===== config.mk =====
export PLATFORM = sky130hd
export DESIGN_NAME = wfc_cell
export DESIGN_NICKNAME = d
export VERILOG_FILES = /design/src/hw/rtl/wfc_pkg.sv /design/src/hw/rtl/wfc_cell.sv
export SDC_FILE = /design/constraint.sdc
export NUM_CORES = 1
export LEC_CHECK = 0
export ABC_AREA = 1
export BUFFER_PORTS_ARGS = -buffer_cell sky130_fd_sc_hd__buf_4
export CAP_MARGIN = 20
export CORE_ASPECT_RATIO = 1.75
export CORE_UTILIZATION = 25
export DETAILED_ROUTE_END_ITERATION = 8
export PLACE_DENSITY_LB_ADDON = 0.12
export SYNTH_ARGS = -nofsm -noshare
export SYNTH_HDL_FRONTEND = slang
export SYNTH_SLANG_ARGS = --single-unit

===== constraint.sdc =====
create_clock -name clk -period 1.9 [get_ports clk]
set_input_delay 0.095 -clock clk [delete_from_list [all_inputs] [get_ports clk]]
set_output_delay 0.095 -clock clk [all_outputs]
set_load 0.005 [all_outputs]

===== src/hw/rtl/wfc_pkg.sv =====
// Package: shared constants, types and character classification for the word counter
package wfc_pkg;

  localparam int TableSlotsDef = 32;
  localparam int WordCharsDef  = 16;
  localparam int CharW   = 8;
  localparam int TallyW  = 16;
  localparam int SlotW   = 5;
  localparam int CountW  = 6;
  localparam logic [TallyW-1:0] TallyMax = 16'hFFFF;

  typedef enum logic [1:0] {
    KIND_DROP  = 2'd0,
    KIND_DELIM = 2'd1,
    KIND_CHAR  = 2'd2
  } kind_t;

  // Hit report handed along the chain of slot cells
  typedef struct packed {
    logic              hit;
    logic [TallyW-1:0] tally;
  } cell_res_t;

  function automatic logic is_punct(input logic [CharW-1:0] c);
    return (c >= 8'd33 && c <= 8'd47) || (c >= 8'd58 && c <= 8'd64) ||
           (c >= 8'd91 && c <= 8'd96) || (c >= 8'd123 && c <= 8'd126);
  endfunction

  function automatic kind_t classify(input logic [CharW-1:0] c);
    kind_t k;
    if (c == 8'd0) k = KIND_DROP;
    else if (c == 8'd44 || c == 8'd32 || c == 8'd10 || c == 8'd39) k = KIND_DELIM;
    else if (is_punct(c)) k = KIND_DROP;
    else k = KIND_CHAR;
    return k;
  endfunction

  function automatic logic [CharW-1:0] fold(input logic [CharW-1:0] c);
    logic [CharW-1:0] f;
    f = c;
    if (c >= 8'd65 && c <= 8'd90) f = c + 8'd32;
    return f;
  endfunction

endpackage


===== src/hw/rtl/wfc_cell.sv =====
// Slot cell: holds one stored word and its count, compares and updates in place
module wfc_cell #(
  parameter int WORD_CHARS = wfc_pkg::WordCharsDef,
  parameter int LenW       = $clog2(WORD_CHARS + 1)
) (
  input  logic                               clk,
  input  logic                               occupied,
  input  logic [WORD_CHARS*wfc_pkg::CharW-1:0] word,
  input  logic [LenW-1:0]                    word_len,
  input  logic                               lookup,
  input  logic                               alloc,
  input  wfc_pkg::cell_res_t                 res_in,
  output wfc_pkg::cell_res_t                 res_out
);
  import wfc_pkg::*;

  logic [WORD_CHARS*CharW-1:0] text_r;
  logic [LenW-1:0]             len_r;
  logic [TallyW-1:0]           count_r;
  logic                        match;
  logic [TallyW-1:0]           count_inc;

  // Buffer is zero beyond its length, so a whole-word compare suffices
  assign match     = occupied && (len_r == word_len) && (text_r == word);
  assign count_inc = (count_r == TallyMax) ? count_r : count_r + 1'b1;

  // First hit along the chain wins
  always_comb begin
    res_out = res_in;
    if (!res_in.hit && match) begin
      res_out.hit   = 1'b1;
      res_out.tally = count_inc;
    end
  end

  // Storage update
  always_ff @(posedge clk) begin
    if (alloc) begin
      text_r  <= word;
      len_r   <= word_len;
      count_r <= {{(TallyW-1){1'b0}}, 1'b1};
    end else if (lookup && match && !res_in.hit) begin
      count_r <= count_inc;
    end
  end
endmodule


==> results of run 1 <==
## per-stage QoR
| stage | setup TNS, ps | setup WS (ps) |
|---|---|---|
| global route | -16920 | -726 |
| CTS | -12650 | -618 |
| finish | -13040 | -630 |
| floorplan | 0 | 182 |
| global placement | -11760 | -436 |
| detailed placement | -11820 | -424 |
## how the worst max path moves through the flow
stage | cells after the start | slack (ps) | endpoint | startpoint
floorplan | 11 | 180 | count_r[5]$_SDFFE_PP0P_ | count_r[0]$_SDFFE_PP1P_
global placement | 12 | -440 | count_r[12]$_SDFFE_PP0P_ | text_r[9]$_DFFE_PP_
detailed placement | 12 | -420 | count_r[5]$_SDFFE_PP0P_ | text_r[9]$_DFFE_PP_
CTS | 16 | -620 | res_out[0] | text_r[41]$_DFFE_PP_
global route | 11 | -730 | res_out[1] | text_r[43]$_DFFE_PP_
finish | 11 | -630 | res_out[1] | text_r[37]$_DFFE_PP_
## area by class of cell
cell class,instances,area [µm²]
clock inverters,13,108
flip-flops and latches,149,4310
repair buffers,441,3780
inverters,273,1030
well taps,465,582
diodes,2,5.00
fillers,3674,21200
multi-input cells,835,3910
clock buffers,19,433
## Yosys cell counts (2+ instances only)
master                     instances  area (µm²)
sky130_fd_sc_hd__nor2_2            4        25.0
sky130_fd_sc_hd__nor2_4            2        22.5
sky130_fd_sc_hd__edfxtp_1        133        3990
sky130_fd_sc_hd__inv_2             6        22.5
sky130_fd_sc_hd__o21ai_2          11        96.3
sky130_fd_sc_hd__nand2_1         504        1890
sky130_fd_sc_hd__clkinv_1          2        7.51
sky130_fd_sc_hd__and2_1            4        25.0
sky130_fd_sc_hd__nand2_2           2        12.5
sky130_fd_sc_hd__inv_1           264         991
sky130_fd_sc_hd__nor3_1            5        25.0
sky130_fd_sc_hd__buf_6             4        45.0
sky130_fd_sc_hd__nand4_1          32         200
sky130_fd_sc_hd__nand3_1          20         100
sky130_fd_sc_hd__nand3b_1          3        22.5
sky130_fd_sc_hd__xor2_1           13         114
sky130_fd_sc_hd__o21a_1            2        15.0
sky130_fd_sc_hd__buf_2             2        10.0
sky130_fd_sc_hd__dfxtp_1          16         320
sky130_fd_sc_hd__or2_2             3        18.8
sky130_fd_sc_hd__xnor2_1          22         193
sky130_fd_sc_hd__o21ai_0          11        55.1
sky130_fd_sc_hd__o21ai_1           7        35.0
sky130_fd_sc_hd__nor2_1          181         679
## routing by layer
metal | track usage [%] | vias to the layer above | part of all wire, %
met2 | 39.2 | 184 | 59
met3 | 2.63 | 44 | 2.9
met4 | 7.88 | 0 | 3.3
li1 | - | 4737 | -
met1 | 17.6 | 4029 | 35
met5 | 0 | - | 0
## where the power goes
group	switching, mW	internal [mW]
Sequential	0.122	3.83
Clock	1.51	1.79
Combinational	0.976	0.961
## worst register-to-register path, cell delays in order, from the launching register on
cell and delay [ps]:
sky130_fd_sc_hd__edfxtp_1 460, sky130_fd_sc_hd__xnor2_4 220, sky130_fd_sc_hd__buf_4 140, sky130_fd_sc_hd__buf_4 100, sky130_fd_sc_hd__nand3_2 60, sky130_fd_sc_hd__nor2_1 90, sky130_fd_sc_hd__nand2_1 90, sky130_fd_sc_hd__nor2_4 110
sky130_fd_sc_hd__nand2_2 90, sky130_fd_sc_hd__nor2_4 130, sky130_fd_sc_hd__nand4_4 140, sky130_fd_sc_hd__clkbuf_16 210, sky130_fd_sc_hd__nand2_1 50, sky130_fd_sc_hd__nand2_1 40, sky130_fd_sc_hd__nor2_1 100
## registers in the layout (all words and copies together) (netlist names)
signal	flops
text_r	128
len_r	5
count_r	16
## kinds of logic (layout without fill, tap and decap cells)
| group | count (synthesis) | count (layout) | synth area share, % |
|---|---|---|---|
| fa+ha+maj | 1 | 1 | 0.139 |
| flops | 149 | 149 | 47.8 |
| xor+xnor | 35 | 35 | 3.40 |
| simple gates | 766 | 766 | 34.2 |
| buf+inv | 280 | 746 | 12.0 |
| compound gates | 33 | 33 | 2.37 |
| other cells | 0 | 2 | 0 |
## what timing repair did
action | in CTS | in global routing
hold endpoints to repair | 134 | 0
resized for setup | 30 | 57
hold buffers | 134 | 0
buffers inserted | 1 | 7
pin swaps | 11 | 21
cloned | 0 | 5
endpoints found under the setup margin | 33 | 33
==> parameters.txt, run 1 <==
Parameter                              Value

Worst setup path
  Biggest cell delay along the critical path    between 400 and 500 ps
  Worst setup EP type    primary output
  FF-to-FF setup slack    -210 ps
  Depth of the worst register-to-register path    14
  Maximum fanout along the worst path    8
  Crit path kind    flop to primary output
  Slowest-stage cell, CP    sky130_fd_sc_hd__edfxtp_1
  Data arrival at the endpoint of the critical path    approximately 2400 ps
  Terminus of the critical flop-to-flop path    count_r[9]$_SDFFE_PP0P_
  CP Buf/Inv Count    2
  R2r startpoint    text_r[9]$_DFFE_PP_
  Most Frequent Cell on Critical Path    sky130_fd_sc_hd__nor2_1
  Critical-path cell list    xnor2_2 > nand3_1 > nor2_1 > nand2_1 > nor2_1 > nand3_2 > nor2_4 > nand2_4 > clkbuf_16 > o21ai_4 > buf_6
  Dominant delay contributor by cell family on the critical path    simple AND/OR/NAND/NOR gates
  Data required time of the worst path    1800 ps
  Element type at the critical path start    flop

Placed design
  PortBufs    170
  Total half-perimeter wirelength after legalization and detailed placement    26,700 µm
  Weighted congestion reported at the end of routability-driven placement    approximately 0.83
  Area after DPL    11,800 µm²
  Cell Count Post-Placement    between 2,000 and 2,500

Floorplan
  Floorplan core area    35,400 µm²
  Die Y-Extent    253 µm
  Core Rows    91
  Overall die area    36,900 µm²
  Ports placed on the boundary    171
  Die X    around 150 µm
  Starting utilization of the core area    25.5%

STA
  Worst relative slew slack    around 60%
  Slew at the pin with the worst max-slew slack    596 ps
  Hold violation count in the final report    0
  Setup repair after global routing missed its margin    true
  Tightest hold margin    just over 40 ps
  Final max-slew violation count    0
  Largest clock skew in the final design    12.6 ps
  Final setup slack of the worst path    -630 ps
  Final setup fails    33
  Period utilisation layout    133%
  Min Clock Period, post-route    between 2000 and 3000 ps
  Timing-limited maximum frequency    395 MHz

Synth
  Synthesized instance count    1,264
  Yosys warns    0
  Netlist area before placement    9020 µm²
  Mean area per synthesized cell    between 7 and 8 µm²
  Sequential area share after synthesis    between 40 and 50%
  Async S/R FF share, synth    0%
  Netlist cell types    35
  Top FF cell, synth    sky130_fd_sc_hd__edfxtp_1
  Flip-flop and latch count after synthesis    around 150
  Number of enable flip-flop cells after synthesis    about 130
  Synth Net Count    1,419

Min path
  Number of cells on the worst hold path    1
  Worst Min Path Start    alloc
  Worst Hold Class    input pin to flop
  Hold-critical path endpoint    text_r[76]$_DFFE_PP_

Clock network
  Worst-path clk slew    70 ps
  TritonCTS clock tree    built
  CTS root buf    sky130_fd_sc_hd__clkbuf_16
  Total CTS buffers    17
  Depth of the CTS H-tree    4
  Sinks on the clock net    149
  Worst-case clock buffer depth    2
  Worst-skew pair later-pin latency    approximately 450 ps

Layout
  Layout cell share with drive strength beyond 1    about a quarter
  Most frequent standard cell in the layout excluding fill and tap cells    sky130_fd_sc_hd__nand2_1
  Most frequent cells in the layout    sky130_fd_sc_hd__nand2_1 (476), sky130_fd_sc_hd__buf_4 (293), sky130_fd_sc_hd__inv_1 (264)
  Fin util    ~40%
  Non-filler instance count after layout    2,197
  Final net count    approximately 1,900
  Synthesis-to-layout area growth    57.0%
  Final standard cell area without fillers    14,200 µm²

Outcome
  Result of the run    finished with violations
  Violations in the final reports    setup timing

Detailed routing
  DRT iter0 DRCs    between 300 and 400
  Residual antenna-violating net count after detailed routing    0
  Post-DR wirelength/cell    15.7 µm
  Number of vias per cell    4.09
  Detailed-route DRC error count    0
  Vias after detailed routing    around 9,000
  Count of TritonRoute iterations in the first routing pass    6
  Wire length reported by the detailed router    34,500 µm

Global routing
  Wire length of the first global-routing pass    50,200 µm
  Largest net degree at the start of global routing    between 50 and 60
  Vias in the first global route    9,049
  Total congestion overflow    0
  GRT Total Usage    about a fifth
  Initial antenna violation count    2

Pwr
  Pwr dens    648 nW/µm²
  Final total power    9.19 mW
  Static power due to leakage    7.25 nW
  Worst vdd rail ir drop    0.614 mV

Job
  Max-capacitance violation count    0
(Power assumes the default switching activity.)
==> run 2: changes to the inputs <==
ABC_AREA = not set   (was 1)
REMOVE_ABC_BUFFERS = 1   (was not set)
==> run 2 against run 1 <==
Effect of this change:
- the run still ends with setup timing left
- global-route usage shrank 3.1 points
- area after synthesis shrank 22%
- count of clock-buffer cells in the layout is the same
- critical endpoint is now res_out[3]
==> parameters.txt, run 2 <==
Parameter                              Value

STA
  Tightest hold margin    47.6 ps (+7.11 ps)
  Timing-limited maximum frequency    323 MHz (-18%)
  Largest clock skew in the final design    7.60 ps (-5.00 ps)
  Worst relative slew slack    62.3% (+2.1 points)
  Setup repair after global routing missed its margin    true
  Min Clock Period, post-route    3090 ps (+562 ps)
  Final setup slack of the worst path    -1190 ps (-562 ps)
  Slew at the pin with the worst max-slew slack    551 ps (-45.0 ps)
  Final setup fails    33 (unchanged)
  Period utilisation layout    163% (+30 points)
  Hold violation count in the final report    0 (unchanged)
  Final max-slew violation count    0 (unchanged)

Worst setup path
  Element type at the critical path start    flop
  Data arrival at the endpoint of the critical path    3000 ps (+560 ps)
  Biggest cell delay along the critical path    380 ps (-30 ps)
  Slowest-stage cell, CP    sky130_fd_sc_hd__edfxtp_1
  Maximum fanout along the worst path    16 (+8)
  Data required time of the worst path    1800 ps (about the same)
  Most Frequent Cell on Critical Path    sky130_fd_sc_hd__buf_4
  Worst setup EP type    primary output
  Crit path kind    flop to primary output
  Critical-path cell list    nor2b_1 > a2111oi_1 > buf_4 > nand4_1 > buf_4 > nor4_4 > nand4_4 > nor2_4 > buf_12 > mux2_2 > buf_4
  FF-to-FF setup slack    -790 ps (-580 ps)

Detailed routing
  Met1 routed wirelength after detailed routing    7330 µm (-39%)
  Count of TritonRoute iterations in the first routing pass    4 (-2)
  Post-DR wirelength/cell    16.1 µm (+2.4%)
  Vias after detailed routing    5,679 (-37%)
  Detailed-routed wire length on met2    12,400 µm (-39%)
  Detailed-route DRC error count    0 (unchanged)
  Number of vias per cell    4.28 (+4.6%)
  Top Layer Used    met4
  DRT iter0 DRCs    193 (-50%)
  Wire length reported by the detailed router    21,300 µm (-38%)
  Met3 layer wire length in the routed design    1010 µm (+0.40%)
  Residual antenna-violating net count after detailed routing    0 (unchanged)

Floorplan
  Core Rows    81 (-11%)
  Floorplan core area    27,900 µm² (-21%)
  Starting utilization of the core area    25.4% (-0.075 points)
  Die X    129 µm (-11%)
  Die Y-Extent    225 µm (-11%)
  Ports placed on the boundary    171 (unchanged)
  Overall die area    29,000 µm² (-21%)

Pwr
  Cell-internal power    6.72 mW (+2.1%)
  Worst vdd rail ir drop    0.657 mV (+7.0%)
  Final total power    8.62 mW (-6.2%)
  Comb pwr share    13.6% (-7.5 points)
  Net switching share of the total power    22.1% (-6.3 points)
  Pwr dens    732 nW/µm² (+13%)
  Static power due to leakage    4.73 nW (-35%)
  Switching power total    1.90 mW (-27%)
  Proportion of power drawn by flip-flops and latches    45.6% (+2.6 points)
  Part of the power in the clock network    40.8% (+4.9 points)

Clock network
  Worst-path clk slew    60 ps (about the same)
  Depth of the CTS H-tree    4 (unchanged)
  Worst-case clock buffer depth    2 (unchanged)
  TritonCTS clock tree    built
  Worst-skew pair later-pin latency    440 ps (about the same)
  Total CTS buffers    17 (unchanged)
  CTS root buf    sky130_fd_sc_hd__clkbuf_16
  Sinks on the clock net    149 (unchanged)

Layout
  Antenna cells    0 (-2)
  Synthesis-to-layout area growth    66.4%
  Flip-flop count of the largest register, all copies and words added    128 (unchanged)
  Layout cell share with drive strength beyond 1    37.0% (+12 points)
  Registers with the most flip-flops    text_r (128), count_r (16), len_r (5)
  Fillcell total    2,670 (-27%)
  Register name with the most flops    text_r
  Most frequent standard cell in the layout excluding fill and tap cells    sky130_fd_sc_hd__buf_4
  Most frequent cells in the layout    sky130_fd_sc_hd__buf_4 (251), sky130_fd_sc_hd__dlygate4sd3_1 (133), sky130_fd_sc_hd__edfxtp_1 (133)
  Final net count    1,095 (-42%)
  Fin util    42.3% (+2.3 points)
  Final standard cell area without fillers    11,800 µm² (-17%)

Global routing
  Largest net degree at the start of global routing    47 (-11%)
  Total congestion overflow    0 (unchanged)
  GRT Total Usage    15.6% (-3.1 points)
  Initial antenna violation count    0 (-2)
  Vias in the first global route    6,203 (-31%)
  Wire length of the first global-routing pass    33,000 µm (-34%)

Synth
  Cell with the most instances after synthesis    sky130_fd_sc_hd__edfxtp_1
  Mean area per synthesized cell    13.6 µm² (+90%)
  Most area-consuming cells after synthesis    sky130_fd_sc_hd__edfxtp_1 (56%), sky130_fd_sc_hd__xor2_1 (8.0%), sky130_fd_sc_hd__dfxtp_1 (4.5%)
  Flip-flop and latch count after synthesis    149 (unchanged)
  Async S/R FF share, synth    0% (unchanged)
  Area share of the largest cell type after synthesis    56.4% (+12 points)
  Most frequent cells after synthesis    sky130_fd_sc_hd__edfxtp_1 (133), sky130_fd_sc_hd__xor2_1 (65), sky130_fd_sc_hd__nor2b_1 (36), sky130_fd_sc_hd__inv_1 (31), sky130_fd_sc_hd__xnor2_1 (27)
  Cell type contributing the most total cell area after synthesis    sky130_fd_sc_hd__edfxtp_1
  Netlist area before placement    7080 µm² (-22%)
  Synthesized instance count    521 (-59%)
  Sequential area share after synthesis    60.9% (+13 points)
  Top FF cell, synth    sky130_fd_sc_hd__edfxtp_1
  Yosys warns    0 (unchanged)
  Number of enable flip-flop cells after synthesis    133 (unchanged)
  Netlist cell types    52 (+49%)

Placed design
  Weighted congestion reported at the end of routability-driven placement    0.780 (-5.8%)
  Area after DPL    9540 µm² (-19%)
  Total half-perimeter wirelength after legalization and detailed placement    15,400 µm (-42%)
  PortBufs    170 (unchanged)

Outcome
  Result of the run    finished with violations
  Violations in the final reports    setup timing

Job
  Max-capacitance violation count    0 (unchanged)

Min path
  Worst Hold Class    input pin to flop
## run 2: changes by cell type after synthesis, sizes merged, moves of 17 or more
cell and change:
nor2b +36, xor2 +52, nor2 -175, inv -239, nand2 -496, nand2b +25, nor4 +25, o21ai -17
## run 2: cells by family (layout without fill, tap and decap cells)
logic type                 count (synthesis)  after routing  synth area share [%]
AOI/OAI and AO/OA                         62             62                  6.49
xor gates and xnor gates                  92             92                  11.4
adders and majority gates                  1              1                 0.177
buffers and inverters                     38            470                  2.65
DFF                                      149            149                  60.9
muxes                                     20             20                  3.64
and+or+nand+nor                          159            159                  14.7
## run 2: metal layers
layer	track usage [%]	vias to the layer above
li1	-	2796
met3	4.59	25
met2	30.2	121
met5	0	-
met1	14.6	2737
met4	7.21	0
## run 2: final cells by class
type	count	area (µm²)	share of cell area, %
clock inverters	13	163	1.38
repair buffers	407	3540	30.0
inverters	31	116	0.988
flip-flops and latches	149	4310	36.6
multi-input cells	334	2750	23.3
well taps	373	467	3.96
clock buffers	19	433	3.68
## run 2: power groups by stage
stage / combinational [mW] / sequential (mW) / clock [mW]
global route: 1.28 / 3.95 / 3.73
global placement: 0.918 / 3.99 / 0
CTS: 1.19 / 3.93 / 3.63
floorplan: 0.322 / 3.97 / 0
detailed placement: 0.936 / 4.00 / 0
finish: 1.18 / 3.93 / 3.52
## run 2: per-stage QoR
| step | setup WS (ps) | TNS (ps) | cells |
|---|---|---|---|
| detailed placement | -1050 | -31660 | 1155 |
| CTS | -1260 | -32780 | 1324 |
| global route | -1380 | -36770 | 1326 |
| finish | -1190 | -30940 | 1326 |
| floorplan | -523 | -12260 | 514 |
| global placement | -996 | -30280 | 1155 |
## run 2: path summary, 6_finish.rpt
check	depth (start not counted)	from	end
worst max register to register	11	text_r[97]$_DFFE_PP_	count_r[3]$_SDFFE_PP0P_
worst min-delay path	2	alloc	count_r[1]$_SDFFE_PP0P_
worst max-delay path	11	text_r[97]$_DFFE_PP_	res_out[3]
worst min register to register	3	count_r[0]$_SDFFE_PP1P_	count_r[0]$_SDFFE_PP1P_
## run 2: repair_timing
item	4_1_cts	5_1_grt
hold endpoints to repair	133	0
buffers inserted	3	2
resized for setup	41	15
endpoints found under the setup margin	33	33
cloned	2	0
hold buffers	133	0
pin swaps	19	5
## run 2: critical path: cells and delay by family, from the launching register on
| kind | cells | cell delay, ps |
|---|---|---|
| muxes | 1 | 340 |
| buffers and inverters | 4 | 650 |
| AOI/OAI and AO/OA | 1 | 340 |
| DFF | 1 | 380 |
| and+or+nand+nor | 5 | 830 |
==> run 3: changes to the inputs <==
RECOVER_POWER = 50   (was not set)
TNS_END_PERCENT = 30   (was not set)
==> run 3 against run 2 <==
Effect of this change:
- the flow still finishes with violations (setup timing)
- core utilization fell by 1.7 points
- non-clock buffer count fell by 6
- cell count fell by 0.38%
- count of clock-buffer cells in the layout did not move
- critical endpoint unchanged
==> parameters.txt, run 3 (synthesized netlist as in run 2, its figures left out) <==
Parameter                              Value

Global routing
  Total congestion overflow    0 (unchanged)
  GRT Total Usage    15.4% (-0.24 points)
  Met1 usage in global routing    14.6% (-0.015 points)
  Met2 Use GR    29.6% (-0.59 points)
  Vias in the first global route    6,145 (-0.94%)
  Layer with the highest usage after global routing    met2
  Largest net degree at the start of global routing    47 (unchanged)
  Global Route met3 Usage    4.52% (-0.071 points)
  Initial antenna violation count    1 (+1)
  Wire length of the first global-routing pass    32,500 µm (-1.4%)

Pwr
  Proportion of power drawn by flip-flops and latches    46.0% (+0.4 points)
  Part of the power in the clock network    41.2% (+0.4 points)
  Worst vdd rail ir drop    0.656 mV (-0.18%)
  Final total power    8.53 mW (-1.0%)
  Static power due to leakage    4.32 nW (-8.6%)
  Switching power total    1.90 mW (-0.15%)
  Pwr dens    755 nW/µm² (+3.2%)
  Comb pwr share    12.8% (-0.8 points)
  Cell-internal power    6.63 mW (-1.2%)
  Net switching share of the total power    22.2% (+0.19 points)

Worst setup path
  Most Frequent Cell on Critical Path    sky130_fd_sc_hd__buf_4
  Element type at the critical path start    flop
  Critical path launch point    text_r[34]$_DFFE_PP_
  Terminus of the critical flop-to-flop path    count_r[11]$_SDFFE_PP0P_
  Critical-path cell list    inv_1 > o22ai_1 > or4_4 > nor4_4 > buf_4 > nand4_2 > nor2_4 > buf_12 > mux2_2 > buf_4
  Slowest-stage cell, CP    sky130_fd_sc_hd__or4_4
  Maximum fanout along the worst path    16 (unchanged)
  Worst setup EP type    primary output
  R2r startpoint    text_r[82]$_DFFE_PP_
  Biggest cell delay along the critical path    590 ps (+210 ps)
  Depth of the worst register-to-register path    9 (-2)
  Setup crit end    res_out[3]
  Data required time of the worst path    1800 ps (about the same)
  Crit path kind    flop to primary output
  Data arrival at the endpoint of the critical path    3010 ps (about the same)
  FF-to-FF setup slack    -630 ps (+160 ps)

STA
  Setup repair after global routing missed its margin    true
  Period utilisation layout    164% (+0.79 points)
  Hold violation count in the final report    0 (unchanged)
  Min Clock Period, post-route    3110 ps (+14.9 ps)
  Largest clock skew in the final design    7.07 ps (-0.530 ps)
  Worst relative slew slack    28.1% (-34 points)
  Slew at the pin with the worst max-slew slack    1080 ps (+528 ps)
  Final max-slew violation count    0 (unchanged)
  Final setup fails    33 (unchanged)
  Final setup slack of the worst path    -1210 ps (-14.9 ps)
  Timing-limited maximum frequency    322 MHz (-0.48%)

Clock network
  Worst-case clock buffer depth    2 (unchanged)
  Worst-skew pair later-pin latency    440 ps (about the same)
  Depth of the CTS H-tree    4 (unchanged)
  Worst-path clk slew    60 ps (about the same)
  Total CTS buffers    17 (unchanged)
  CTS root buf    sky130_fd_sc_hd__clkbuf_16
  TritonCTS clock tree    built
  Sinks on the clock net    149 (unchanged)

Detailed routing
  DRT iter0 DRCs    180 (-6.7%)
  Vias after detailed routing    5,645 (-0.60%)
  Post-DR wirelength/cell    15.9 µm (-0.88%)
  Wire length reported by the detailed router    21,000 µm (-1.3%)
  Number of vias per cell    4.27 (-0.22%)
  Residual antenna-violating net count after detailed routing    0 (unchanged)
  Detailed-route DRC error count    0 (unchanged)
  Count of TritonRoute iterations in the first routing pass    4 (unchanged)

Layout
  Most frequent standard cell in the layout excluding fill and tap cells    sky130_fd_sc_hd__buf_4
  Flip-flop count of the largest register, all copies and words added    128 (unchanged)
  Register name with the most flops    text_r
  Most frequent cells in the layout    sky130_fd_sc_hd__buf_4 (147), sky130_fd_sc_hd__dlygate4sd3_1 (133), sky130_fd_sc_hd__edfxtp_1 (133)
  Final standard cell area without fillers    11,300 µm² (-4.0%)
  Fin util    40.6% (-1.7 points)
  Layout cell share with drive strength beyond 1    26.4% (-11 points)
  Registers with the most flip-flops    text_r (128), count_r (16), len_r (5)
  Final net count    1,089 (-0.55%)
  Synthesis-to-layout area growth    59.7%

Floorplan
  Core Rows    81 (unchanged)
  Die Y-Extent    225 µm (unchanged)
  Die X    129 µm (unchanged)
  Overall die area    29,000 µm² (unchanged)
  Floorplan core area    27,900 µm² (unchanged)
  Ports placed on the boundary    171 (unchanged)
  Starting utilization of the core area    25.4% (unchanged)

Outcome
  Result of the run    finished with violations
  Violations in the final reports    setup timing

Job
  Max-capacitance violation count    0 (unchanged)

Min path
  Worst Hold Class    input pin to flop

Placed design
  PortBufs    170 (unchanged)
  Area after DPL    9540 µm² (unchanged)
  Total half-perimeter wirelength after legalization and detailed placement    15,400 µm (unchanged)
  Weighted congestion reported at the end of routability-driven placement    0.780 (unchanged)
## run 3: power groups by stage
stage	clock, mW	sequential, mW	combinational, mW
after global routing	3.73	3.95	1.20
after global placement	0	3.99	0.918
after CTS	3.63	3.93	1.18
after detailed placement	0	4.00	0.936
after floorplan	0	3.97	0.322
final	3.51	3.93	1.09
## run 3: per-stage QoR
stage	hold WS [ps]	std cells	setup slack [ps]	setup TNS [ps]
finish	350	1321	-1210	-28470
global route	341	1320	-1390	-34610
CTS	23.9	1320	-1280	-30520
detailed placement	289	1155	-1050	-31660
global placement	285	1155	-996	-30280
floorplan	164	514	-523	-12260
## run 3: layer usage
| metal | wire length [µm] | part of all wire, % |
|---|---|---|
| met5 | 0 | 0 |
| met4 | 504 | 2.4 |
| met1 | 7300 | 35 |
| met3 | 1040 | 4.9 |
| met2 | 12200 | 58 |
## run 3: layout make-up
type / instances / area [µm²]
multi-input combinational: 334 / 2730
sequential: 149 / 4310
tap: 373 / 467
inverter: 31 / 116
antenna: 1 / 2.50
clock inverter: 13 / 163
clock buffer: 19 / 433
timing repair buffer: 401 / 3080
fill: 2753 / 16600
## run 3: timing repair
action | in CTS | in global routing
setup buffers | 0 | 0
hold endpoints to repair | 133 | 0
endpoints found under the setup margin | 33 | 33
pin swaps | 16 | 3
hold buffers | 133 | 0
resized for setup | 21 | 23
## run 3: worst max-delay path: cells and delay by family, from the launching register on
| family | cells | cell delay, ps |
|---|---|---|
| compound gates | 1 | 110 |
| buf+inv | 4 | 580 |
| flops | 1 | 370 |
| mux | 1 | 340 |
| simple gates | 4 | 1160 |
## run 3: worst min-delay path by stage
| stage | end | depth (start not counted) | from |
|---|---|---|---|
| floorplan | count_r[10]$_SDFFE_PP0P_ | 1 | alloc |
| CTS | count_r[1]$_SDFFE_PP0P_ | 2 | alloc |
| global placement | text_r[124]$_DFFE_PP_ | 1 | word[124] |
| finish | count_r[9]$_SDFFE_PP0P_ | 5 | res_in[16] |
| detailed placement | text_r[124]$_DFFE_PP_ | 1 | word[124] |
| global route | count_r[9]$_SDFFE_PP0P_ | 5 | res_in[16] |
